<file path="src/rtl/core/lci_pkg.sv">
package lci_pkg;

  // Default widths of the level and radius words (Q16.16)
  localparam int VALUE_WIDTH_DEF   = 32;
  localparam int FRACTION_BITS_DEF = 16;

  // Depth of the job queue between the classifier and the interpolation unit
  localparam int JOB_DEPTH = 2;

  // Number of words in one job: numerator, denominator, low radius, high radius
  localparam int JOB_WORDS = 4;

endpackage

</file>
<file path="src/rtl/core/level_crossing_interpolator_top.sv">
// Level crossing interpolator. Profile points (signed level, unsigned radius,
// fixed point with FRACTION_BITS fraction bits) are pushed in; whenever the
// segment from the stored point to the new one reaches or crosses target_level,
// one crossing_radius is produced by linear interpolation, in input order.
// Points that form no crossing are taken one per cycle while the job queue
// has room. Each crossing occupies the interpolation unit: a radix-2
// restoring divider giving one weight bit per cycle (17 bits at Q16.16), then
// one multiply, one add and the hand-over to the output register. A two-entry
// job queue lets new points be taken while the divider is busy and while a
// result waits to be popped. Write target_level only when idle.
module level_crossing_interpolator_top #(
  parameter int VALUE_WIDTH   = lci_pkg::VALUE_WIDTH_DEF,
  parameter int FRACTION_BITS = lci_pkg::FRACTION_BITS_DEF
) (
  input  logic                          clk,
  input  logic                          rst,
  input  logic                          cfg_write,
  input  logic signed [VALUE_WIDTH-1:0] target_level,
  input  logic                          push,
  output logic                          full,
  input  logic signed [VALUE_WIDTH-1:0] sample_level,
  input  logic        [VALUE_WIDTH-1:0] sample_radius,
  input  logic                          first_point,
  input  logic                          pop,
  output logic                          empty,
  output logic        [VALUE_WIDTH-1:0] crossing_radius
);

  import lci_pkg::*;

  localparam int JOB_W = JOB_WORDS * VALUE_WIDTH;

  logic             job_full, job_empty, job_push, job_pop;
  logic [JOB_W-1:0] job_in, job_out;

  // Classifier and point store
  lci_front #(
    .VALUE_WIDTH (VALUE_WIDTH),
    .JOB_W       (JOB_W)
  ) u_front (
    .clk           (clk),
    .rst           (rst),
    .cfg_write     (cfg_write),
    .target_level  (target_level),
    .push          (push),
    .full          (full),
    .sample_level  (sample_level),
    .sample_radius (sample_radius),
    .first_point   (first_point),
    .job_full      (job_full),
    .job_push      (job_push),
    .job_data      (job_in)
  );

  // Job queue between the two halves
  lci_job_queue #(
    .DATA_W (JOB_W)
  ) u_queue (
    .clk     (clk),
    .rst     (rst),
    .wr_en   (job_push),
    .wr_data (job_in),
    .q_full  (job_full),
    .rd_en   (job_pop),
    .rd_data (job_out),
    .q_empty (job_empty)
  );

  // Interpolation unit and result register
  lci_back #(
    .VALUE_WIDTH   (VALUE_WIDTH),
    .FRACTION_BITS (FRACTION_BITS),
    .JOB_W         (JOB_W)
  ) u_back (
    .clk             (clk),
    .rst             (rst),
    .job_empty       (job_empty),
    .job_data        (job_out),
    .job_pop         (job_pop),
    .pop             (pop),
    .empty           (empty),
    .crossing_radius (crossing_radius)
  );

endmodule

</file>
<file path="src/rtl/core/lci_front.sv">
module lci_front #(
  parameter int VALUE_WIDTH = 32,
  parameter int JOB_W       = 4 * 32
) (
  input  logic                          clk,
  input  logic                          rst,
  input  logic                          cfg_write,
  input  logic signed [VALUE_WIDTH-1:0] target_level,
  input  logic                          push,
  output logic                          full,
  input  logic signed [VALUE_WIDTH-1:0] sample_level,
  input  logic        [VALUE_WIDTH-1:0] sample_radius,
  input  logic                          first_point,
  input  logic                          job_full,
  output logic                          job_push,
  output logic        [JOB_W-1:0]       job_data
);

  import lci_pkg::*;

  localparam int W = VALUE_WIDTH;

  logic signed [W-1:0] target;
  logic signed [W-1:0] previous_level;
  logic        [W-1:0] previous_radius;
  logic                have_previous;

  logic signed [W:0] prev_x, cur_x, tgt_x;
  logic signed [W:0] diff_prev, diff_cur, diff_pc, diff_cp;
  logic signed [W:0] num_sel, den_sel;
  logic              accept, hit, swap;
  logic [W-1:0]      job_num, job_den, job_ylo, job_yhi;

  // Transfer on the input side needs room for a possible job
  assign full   = job_full;
  assign accept = push && !full;

  // Differences one bit wider so they are always exact
  assign prev_x    = {previous_level[W-1], previous_level};
  assign cur_x     = {sample_level[W-1], sample_level};
  assign tgt_x     = {target[W-1], target};
  assign diff_prev = prev_x - tgt_x;
  assign diff_cur  = cur_x - tgt_x;
  assign diff_pc   = prev_x - cur_x;
  assign diff_cp   = cur_x - prev_x;

  // Segment touches or crosses the target
  assign hit = have_previous && !first_point &&
               ((diff_prev == '0) || (diff_cur == '0) || (diff_prev[W] != diff_cur[W]));

  // Swap only when the previous level is strictly the higher one
  assign swap    = !diff_pc[W] && (diff_pc != '0);
  assign num_sel = swap ? diff_prev : diff_cur;
  assign den_sel = swap ? diff_pc : diff_cp;

  // Build the job; equal levels become a zero-weight job on the first radius
  always_comb begin
    if (den_sel == '0) begin
      job_num = '0;
      job_den = W'(1);
      job_ylo = previous_radius;
      job_yhi = previous_radius;
    end else begin
      job_num = num_sel[W-1:0];
      job_den = den_sel[W-1:0];
      job_ylo = swap ? sample_radius : previous_radius;
      job_yhi = swap ? previous_radius : sample_radius;
    end
  end

  assign job_push = accept && hit;
  assign job_data = JOB_W'({job_num, job_den, job_ylo, job_yhi});

  // Target register
  always_ff @(posedge clk) begin
    if (rst) begin
      target <= '0;
    end else if (cfg_write) begin
      target <= target_level;
    end
  end

  // Stored profile point
  always_ff @(posedge clk) begin
    if (rst) begin
      previous_level  <= '0;
      previous_radius <= '0;
      have_previous   <= 1'b0;
    end else if (accept) begin
      previous_level  <= sample_level;
      previous_radius <= sample_radius;
      have_previous   <= 1'b1;
    end
  end

endmodule

</file>
<file path="src/rtl/core/lci_job_queue.sv">
module lci_job_queue #(
  parameter int DATA_W = 128
) (
  input  logic              clk,
  input  logic              rst,
  input  logic              wr_en,
  input  logic [DATA_W-1:0] wr_data,
  output logic              q_full,
  input  logic              rd_en,
  output logic [DATA_W-1:0] rd_data,
  output logic              q_empty
);

  import lci_pkg::*;

  localparam int PTR_W = (JOB_DEPTH > 1) ? $clog2(JOB_DEPTH) : 1;
  localparam int CNT_W = $clog2(JOB_DEPTH + 1);

  logic [DATA_W-1:0] slots [JOB_DEPTH];
  logic [PTR_W-1:0]  wr_ptr, rd_ptr;
  logic [CNT_W-1:0]  fill;
  logic              do_wr, do_rd;

  assign q_full  = (fill == CNT_W'(JOB_DEPTH));
  assign q_empty = (fill == '0);
  assign do_wr   = wr_en && !q_full;
  assign do_rd   = rd_en && !q_empty;
  assign rd_data = slots[rd_ptr];

  // Storage
  always_ff @(posedge clk) begin
    if (do_wr) begin
      slots[wr_ptr] <= wr_data;
    end
  end

  // Pointers and fill count
  always_ff @(posedge clk) begin
    if (rst) begin
      wr_ptr <= '0;
      rd_ptr <= '0;
      fill   <= '0;
    end else begin
      if (do_wr) begin
        wr_ptr <= (wr_ptr == PTR_W'(JOB_DEPTH - 1)) ? '0 : wr_ptr + PTR_W'(1);
      end
      if (do_rd) begin
        rd_ptr <= (rd_ptr == PTR_W'(JOB_DEPTH - 1)) ? '0 : rd_ptr + PTR_W'(1);
      end
      if (do_wr && !do_rd) begin
        fill <= fill + CNT_W'(1);
      end else if (do_rd && !do_wr) begin
        fill <= fill - CNT_W'(1);
      end
    end
  end

endmodule

</file>
<file path="src/rtl/core/lci_back.sv">
module lci_back #(
  parameter int VALUE_WIDTH   = 32,
  parameter int FRACTION_BITS = 16,
  parameter int JOB_W         = 4 * 32
) (
  input  logic                   clk,
  input  logic                   rst,
  input  logic                   job_empty,
  input  logic [JOB_W-1:0]       job_data,
  output logic                   job_pop,
  input  logic                   pop,
  output logic                   empty,
  output logic [VALUE_WIDTH-1:0] crossing_radius
);

  import lci_pkg::*;

  localparam int W     = VALUE_WIDTH;
  localparam int F     = FRACTION_BITS;
  localparam int QW    = F + 1;
  localparam int PW    = W + F + 1;
  localparam int CNT_W = (F > 0) ? $clog2(F + 1) : 1;

  localparam logic [2:0] ST_IDLE = 3'd0;
  localparam logic [2:0] ST_DIV  = 3'd1;
  localparam logic [2:0] ST_MUL  = 3'd2;
  localparam logic [2:0] ST_ADD  = 3'd3;
  localparam logic [2:0] ST_HOLD = 3'd4;

  logic [2:0]       state;
  logic [W-1:0]     rem, den, diff, base, res;
  logic [QW-1:0]    quo;
  logic [CNT_W-1:0] cnt;
  logic             up;
  logic [PW-1:0]    prod;
  logic             out_valid;
  logic             hand_over;

  logic [W-1:0] in_num, in_den, in_ylo, in_yhi;
  logic [W:0]   shifted, den_x;
  logic         step_bit;
  logic [W-1:0] mag;

  // Job fields
  assign in_num = job_data[3*W +: W];
  assign in_den = job_data[2*W +: W];
  assign in_ylo = job_data[W +: W];
  assign in_yhi = job_data[0 +: W];

  assign job_pop = (state == ST_IDLE) && !job_empty;

  // One restoring division step
  assign shifted  = {rem, 1'b0};
  assign den_x    = {1'b0, den};
  assign step_bit = (shifted >= den_x);

  // Weighted radius difference, fraction dropped
  assign mag = prod[F +: W];

  // Finished result moves to the output register once it is free
  assign hand_over = (state == ST_HOLD) && (!out_valid || pop);

  assign empty           = !out_valid;
  assign crossing_radius = res;

  // Interpolation sequencer
  always_ff @(posedge clk) begin
    if (rst) begin
      state <= ST_IDLE;
    end else begin
      case (state)
        ST_IDLE: begin
          if (!job_empty) begin
            // First quotient bit: set only when target sits on the low level
            if (in_num >= in_den) begin
              rem <= in_num - in_den;
              quo <= QW'(1);
            end else begin
              rem <= in_num;
              quo <= '0;
            end
            den  <= in_den;
            up   <= (in_ylo >= in_yhi);
            diff <= (in_ylo >= in_yhi) ? in_ylo - in_yhi : in_yhi - in_ylo;
            base <= in_yhi;
            cnt  <= CNT_W'(F - 1);
            state <= (F > 0) ? ST_DIV : ST_MUL;
          end
        end
        ST_DIV: begin
          rem <= step_bit ? W'(shifted - den_x) : shifted[W-1:0];
          quo <= (quo << 1) | QW'(step_bit);
          if (cnt == '0) begin
            state <= ST_MUL;
          end else begin
            cnt <= cnt - CNT_W'(1);
          end
        end
        ST_MUL: begin
          prod  <= PW'(quo) * PW'(diff);
          state <= ST_ADD;
        end
        ST_ADD: begin
          base  <= up ? base + mag : base - mag;
          state <= ST_HOLD;
        end
        ST_HOLD: begin
          if (hand_over) begin
            state <= ST_IDLE;
          end
        end
        default: begin
          state <= ST_IDLE;
        end
      endcase
    end
  end

  // Output register; a waiting result leaves on pop
  always_ff @(posedge clk) begin
    if (rst) begin
      out_valid <= 1'b0;
    end else if (hand_over) begin
      res       <= base;
      out_valid <= 1'b1;
    end else if (pop) begin
      out_valid <= 1'b0;
    end
  end

endmodule

</file>
<file path="config.mk">
export PLATFORM = sky130hd
export DESIGN_NAME = level_crossing_interpolator_top
export DESIGN_NICKNAME = d
export VERILOG_FILES = /design/src/rtl/core/lci_pkg.sv /design/src/rtl/core/level_crossing_interpolator_top.sv /design/src/rtl/core/lci_front.sv /design/src/rtl/core/lci_job_queue.sv /design/src/rtl/core/lci_back.sv
export SDC_FILE = /design/constraint.sdc
export NUM_CORES = 2
export LEC_CHECK = 0
export ABC_AREA = 1
export BUFFER_PORTS_ARGS = -buffer_cell sky130_fd_sc_hd__buf_2
export CAP_MARGIN = 20
export CORE_AREA = 2 2 443 445
export DETAILED_ROUTE_END_ITERATION = 7
export DIE_AREA = 0 0 445 447
export GPL_TIMING_DRIVEN = 0
export PLACE_DENSITY = 0.47
export SLEW_MARGIN = 10
export SYNTH_ARGS = -nofsm -noshare
export SYNTH_HDL_FRONTEND = slang
export SYNTH_SLANG_ARGS = --single-unit
</file>
<file path="constraint.sdc">
create_clock -name clk -period 26.1 [get_ports clk]
set_input_delay 1.305 -clock clk [delete_from_list [all_inputs] [get_ports clk]]
set_output_delay 1.305 -clock clk [all_outputs]
set_load 0.01 [all_outputs]
</file>
# Word level (Yosys, flattened, before mapping)
# Memories as Yosys holds them, arrays and structs flattened. A register that Yosys moved wholly into a read port is not among the register bits.
# Index checks and enable logic that the tools add are counted.
dict set report op_classes {
  n_addsub 15
  mul 1
  order_cmp 3
  n_eq_ne 10
  muxes 36
  n_bitwise 3
  reduce_logical 39
}
# cell n
set op_table {}
lappend op_table {{$mux 32} 13}
lappend op_table {{$sub 32x32->32} 5}
lappend op_table {{$sub 32x32->33} 4}
lappend op_table {{$pmux 32 s2} 2}
lappend op_table {{$logic_not 33->1} 3}
lappend op_table {{$ge 32x32->1} 2}
lappend op_table {{$mul 17x32->48} 1}
lappend op_table {{$pmux 17 s2} 1}
lappend op_table {{$ge 33x32->1} 1}
lappend op_table {{$mux 33} 1}
lappend op_table {{$reduce_bool 33->1} 1}
lappend op_table {{$add 32x32->32} 1}
lappend op_table {{$mux 17} 1}
lappend op_table {{$or 17x1->17} 1}
lappend op_table {{$pmux 3 s5} 1}
lappend op_table {{$reduce_and 3->1} 4}
lappend op_table {{$logic_and 1x1->1} 11}
lappend op_table {{$mux 5} 2}
lappend op_table {{$pmux 5 s2} 1}
lappend op_table {{$mux 1} 9}
lappend op_table {{$mux 3} 3}
lappend op_table {{$reduce_bool 2->1} 4}
lappend op_table {{$logic_not 1->1} 7}
lappend op_table {{$eq 3x2->1 const B} 2}
lappend op_table {{other kinds (18)} 26}
dict set report word_totals {
  register_bits 336
  mem_bits_rw 256
  in_bits 102
  wordCells 126
  memories 1
}
# memory words width rd rd_ports_with_merged_regs wr line_no
set mem_list {}
lappend mem_list {u_queue.slots 2 128 1 1 1 lci_job_queue.sv:19} ;# logic [DATA_W-1:0] slots [JOB_DEPTH];

# Depth between registers and ports, before layout
dict set report logic_depth {
  depth_word 11
  mapped_depth 31
  mapped_depth_nobuf 29
}

# Modules after synthesis
# A second synthesis with hierarchy kept.
dict set report unflattened {
  hier_cells 8517
  area_unflattened_um2 62439.9
}
# module instances cells_per_inst area_per_inst_um2 seq_area_each_um2
set by_module_without_submodules {}
lappend by_module_without_submodules {lci_back 1 5605 38886.0 6536.3}
lappend by_module_without_submodules {lci_front 1 2477 14004.7 1941.9}
lappend by_module_without_submodules {lci_job_queue 1 435 9549.2 7787.5}

# Least setup slack after synthesis
# Ideal clock, no wire load.
dict set report synth_path {
  kind {input-to-reg}
  startpoint {input sample_level[0]}
  endpoint {memory u_queue.slots[0][0] (enable)}
  t_arrival_ps 8912
  required_ps 25484
  setup_slack_ps 16572
  path_stages 20
  path_cell_list {inv_1 ha_1 inv_1 fa_1 nand3_1 nand3_1 a21boi_0 o21ai_0 nand2_1 nand2_1 nand2_1 nand2_1 a21oi_1 xor2_1 nand2_1 nor2_1 nand3_1 nand3_1 nand2_1 nor2_1}
}
dict set report synth_between {
  elab_chain_len 9
  word_cells_on_any_way 10
}
# item line_no
set synth_rtl {}
lappend synth_rtl {{from (decl)} level_crossing_interpolator_top.sv:21} ;# input logic signed [VALUE_WIDTH-1:0] sample_level,
lappend synth_rtl {{$sub 32x32->33 *} lci_front.sv:43} ;# assign diff_cur = cur_x - tgt_x;
lappend synth_rtl {{$logic_not 33->1} lci_front.sv:49} ;# ((diff_prev == '0) || (diff_cur == '0) || (diff_prev[W] != diff_cur[W]));
lappend synth_rtl {{$logic_or 1x1->1} lci_front.sv:49}
lappend synth_rtl {{$logic_or 1x1->1 *} lci_front.sv:49}
lappend synth_rtl {{$logic_and 1x1->1 *} lci_front.sv:48} ;# assign hit = have_previous && !first_point &&
lappend synth_rtl {{$logic_and 1x1->1 *} lci_front.sv:71} ;# assign job_push = accept && hit;
lappend synth_rtl {{$logic_and 1x1->1 *} lci_job_queue.sv:26} ;# assign do_wr = wr_en && !q_full;
lappend synth_rtl {{$mux 1 *} lci_job_queue.sv:32} ;# if (do_wr) begin
lappend synth_rtl {{$mux 1 (implied by the code) *} lci_job_queue.sv:33} ;# slots[wr_ptr] <= wr_data;
lappend synth_rtl {{to (decl)} lci_job_queue.sv:19}
# Every way passes the cells marked *; elsewhere a longest branch is shown, timed or not.

# Worst setup path after layout
dict set report layout_path {
  startpoint {register u_back.diff[10]}
  endpoint {register u_back.prod[47], data pin}
}
dict set report layout_between {
  elab_chain_len 1
}
# item line_no
set layout_rtl {}
lappend layout_rtl {{from (decl)} lci_back.sv:31} ;# logic [W-1:0] rem, den, diff, base, res;
lappend layout_rtl {{from (signal assigned)} lci_back.sv:84} ;# diff <= (in_ylo >= in_yhi) ? in_ylo - in_yhi : in_yhi - in_ylo;
lappend layout_rtl {{$mul 17x32->48} lci_back.sv:100} ;# prod <= PW'(quo) * PW'(diff);
lappend layout_rtl {{to (signal assigned)} lci_back.sv:100}
lappend layout_rtl {{to (decl)} lci_back.sv:35} ;# logic [PW-1:0] prod;
# No other way between the ends.
# A chain may end at the register's enable or synchronous reset.

==> metrics.csv <==
stage,metric,value,unit
status,status,finished clean,
die,die_x,445,microns
clock_network,post-cts-setup-buffers,0,
yosys,synthCells,7525,
grt,gr-total-overflow,0,
routing,routed_wl,221800,microns
grt,grt_pass1_wl,327300,microns
worst_hold_path,whs_path_depth,0,
routing,drtAntennaViolNets,0,
critical_path,end_kind,flop,
grt,grt_max_degree,70,
timing,fin_tns_setup,0,ns
grt,grt_pass1_vias,50740,
grt,grt_use_total,22.05,%
timing,min_period,8.357,ns
yosys,ys_seq_elements,577,
worst_hold_path,hp-start,u_back.base[9],
timing,rsz0062_at_grt,false,
clock_network,numCtsBuffers,71,
finish,synthToLayoutAreaGrowth,11.33,%
clock_network,root_buffer,clkbuf_16,
yosys,synth_enable_flop_cells,471,
timing,tightest_slew,1.382,ns
clock_network,cts-resized-gates,0,
clock_network,clock_latency,0.70,ns
timing,report.final.slew_viol_count,0,
die,core.rowCount,162,
clock_network,cts_tree,done,
clock_network,htree_levels,3,
critical_path,start_kind,flop,
die,die_h,447,microns
clock_network,clock_path_buffers,3,
worst_hold_path,hold_class,flop to flop,
routing,wl_per_cell,21.43,microns
yosys,yosys_warnings,0,
die,pin_count,136,
yosys,yosysSeqAreaShare,28.02,%
timing,setup_viol,0,
critical_path,r2r_start,u_back.diff[10],
clock_network,clk_pin_slew_worst_paths,0.06,ns
placed_design,gp_congestion,0.9748,
yosys,synth_area_leaders,"edfxtp_1 24%, fa_1 16%, nand2_1 11%, inv_1 9.9%, ha_1 8.8%",
finish,num-nets-final,8717,
routing,drtPass1Iterations,6,
flow_run,maxCapViolCount,0,
critical_path,cp_max_fo,10,
critical_path,crit_arrival,8.75,ns
yosys,synth_top_area_share,24.36,%
clock_network,clock_sinks,577,
critical_path,critical_path_class,flop to flop,
die,start_util,29.90,%
yosys,ys.flop_type,edfxtp_1,
timing,finalHoldViolCount,0,
yosys,synth_largest_area_cell,edfxtp_1,
die,dieArea,0.1989,sq mm
critical_path,rr_worst_depth,23,
timing,fmax,119.7,MHz
timing,final.setup_skew,0.09099,ns
finish,drive_gt1_share,5.852,%
timing,timing.final.crit_share,32.02,%
routing,detail_route.vias_per_cell,4.869,
grt,antenna_found_initial,7,
placed_design,dp.final_hpwl,186900,microns
yosys,async_flop_share,0,%
timing,slew_headroom,6.877,%
worst_hold_path,hold_end,u_back.crossing_radius[9],
routing,initialDrtViolationCount,3705,
clock_network,ctsHoldBuffers,0,
finish,fillers,20880,
critical_path,reg2reg_slack,17.74,ns
placed_design,io_buffers,134,
yosys,syn_area,0.05805,sq mm
critical_path,cp.required,26.50,ns
routing,vias,50410,
yosys,avgSynthCellArea,7.715,sq um
routing,drcViolationCount,0,
yosys,yosysUniqueCellTypes,53,
die,core_area,0.1942,sq mm
yosys,synth_nets,8488,
critical_path,reg2reg_to,u_back.prod[47],
state kept, by name (all words and copies together), names as in the netlist, 2 cells and up, named ones only:
name                     cells
u_back.quo                  17
u_back.rem                  32
u_queue.fill                 2
u_queue.slots              256
u_front.target              32
u_back.crossing_radius      32
u_back.den                  32
u_back.diff                 32
u_front.previous_radius     32
u_front.previous_level      32
u_back.cnt                   5
u_back.prod                 32
u_back.base                 32
u_back.state                 3
cell families (layout without fill, tap and decap cells):
kind of cell	after synthesis	in the layout	share of synthesized area (%)
other cells	0	1	0
mux	14	14	0.2414
fa+ha+maj	861	861	24.44
simple gates	2545	2545	17.97
compound gates	1429	1429	13.33
buf+inv	1842	2126	12.13
flops	577	577	28.02
xor+xnor	257	257	3.877
placed cells by master (no fill, tap or decap), drive strengths merged, types with 3 or more instances in the layout:
master,Yosys,final
o221ai,12,12
o21ai,584,584
fa,455,455
xnor2,104,104
nor3,48,48
a21boi,17,17
a221oi,15,15
buf,44,199
o31ai,10,10
edfxtp,471,471
clkbuf,238,326
a31oi,38,38
dfxtp,106,106
o21bai,30,30
nor4,10,10
nand2,1721,1721
or2,116,116
ha,406,406
nand3b,22,22
nor2,392,392
a21oi,612,612
a21o,25,25
inv,1555,1558
nand4,47,47
o21a,29,29
clkinv,5,36
mux2i,14,14
xor2,153,153
nand3,184,184
bufinv,0,5
a211oi,13,13
o2111ai,3,3
o211ai,32,32
synth_stat cells, types with 47 or more instances:
library cell  number
nand2_1         1718
inv_1           1538
a21oi_1          612
o21ai_0          580
edfxtp_1         471
fa_1             455
ha_1             406
nor2_1           377
clkbuf_1         238
nand3_1          184
xor2_1           153
or2_2            116
dfxtp_1          106
xnor2_1          104
nor3_1            48
nand4_1           47
worst max-delay path, cell delays in order, from the launching register on:
cell	delay, ns
edfxtp_1	0.33
clkbuf_1	0.60
clkbuf_1	0.70
nand2_1	0.18
fa_1	0.58
inv_1	0.06
fa_1	0.50
fa_1	0.55
fa_1	0.54
fa_1	0.50
inv_1	0.05
fa_1	0.47
inv_1	0.05
ha_1	0.47
nand2_1	0.15
nor2_1	0.52
inv_1	0.13
nor2_1	0.17
o21ai_0	0.11
o211ai_1	0.09
nor2_1	0.17
o31ai_1	0.68
a31oi_1	0.24
xor2_1	0.21
worst max path at each step:
stage                                       to  slack (ns)  cells past startpoint             from
final                          u_back.prod[47]       17.74                     23  u_back.diff[10]
after global routing           u_back.prod[47]       17.66                     23  u_back.diff[16]
after CTS                      u_back.prod[47]       17.86                     23  u_back.diff[10]
after detailed placement       u_back.prod[47]       17.91                     23  u_back.diff[10]
after global placement    u_queue.slots[0][87]       11.82                     21  sample_level[0]
after floorplan            u_queue.slots[0][0]       16.57                     20  sample_level[0]
routing by layer:
| layer | track usage, % | wire [microns] | up-vias |
|---|---|---|---|
| met3 | 2.412 | 10100 | 295 |
| met5 | 0 | 0 | - |
| met4 | 8.884 | 9967 | 0 |
| met2 | 37.54 | 105100 | 1442 |
| met1 | 28.50 | 96680 | 24430 |
| li1 | - | - | 24240 |
layout make-up:
| cell class | instances | area (sq um) | area share, % |
|---|---|---|---|
| Antenna cell | 1 | 2.502 | 0.003872 |
| Buffer | 282 | 1184 | 1.831 |
| Clock buffer | 87 | 1847 | 2.857 |
| Clock inverter | 41 | 476.7 | 0.7376 |
| Inverter | 1560 | 5863 | 9.071 |
| Multi-Input combinational cell | 5106 | 34800 | 53.84 |
| Sequential cell | 577 | 16270 | 25.17 |
| Tap cell | 2542 | 3181 | 4.921 |
| Timing Repair Buffer | 156 | 1018 | 1.576 |
metrics by stage:
| stage | util (%) | area (sq um) | hold slack [ns] | setup slack, ns | instances |
|---|---|---|---|---|---|
| 2_1_floorplan | - | 58050 | 0.4307 | 16.57 | 7525 |
| 3_3_place_gp | 31.88 | 61910 | 0.4380 | 11.82 | 10200 |
| 3_5_place_dp | 32.08 | 62290 | 0.4450 | 17.91 | 10220 |
| 4_1_cts | 33.27 | 64610 | 0.4552 | 17.86 | 10350 |
| 5_1_grt | 33.29 | 64630 | 0.4640 | 17.66 | 10350 |
| 6_report | 33.29 | 64630 | 0.4535 | 17.74 | 10350 |
Power is not shown: default switching activity piles up to over one toggle a cycle in this logic, so the estimate is an artifact.
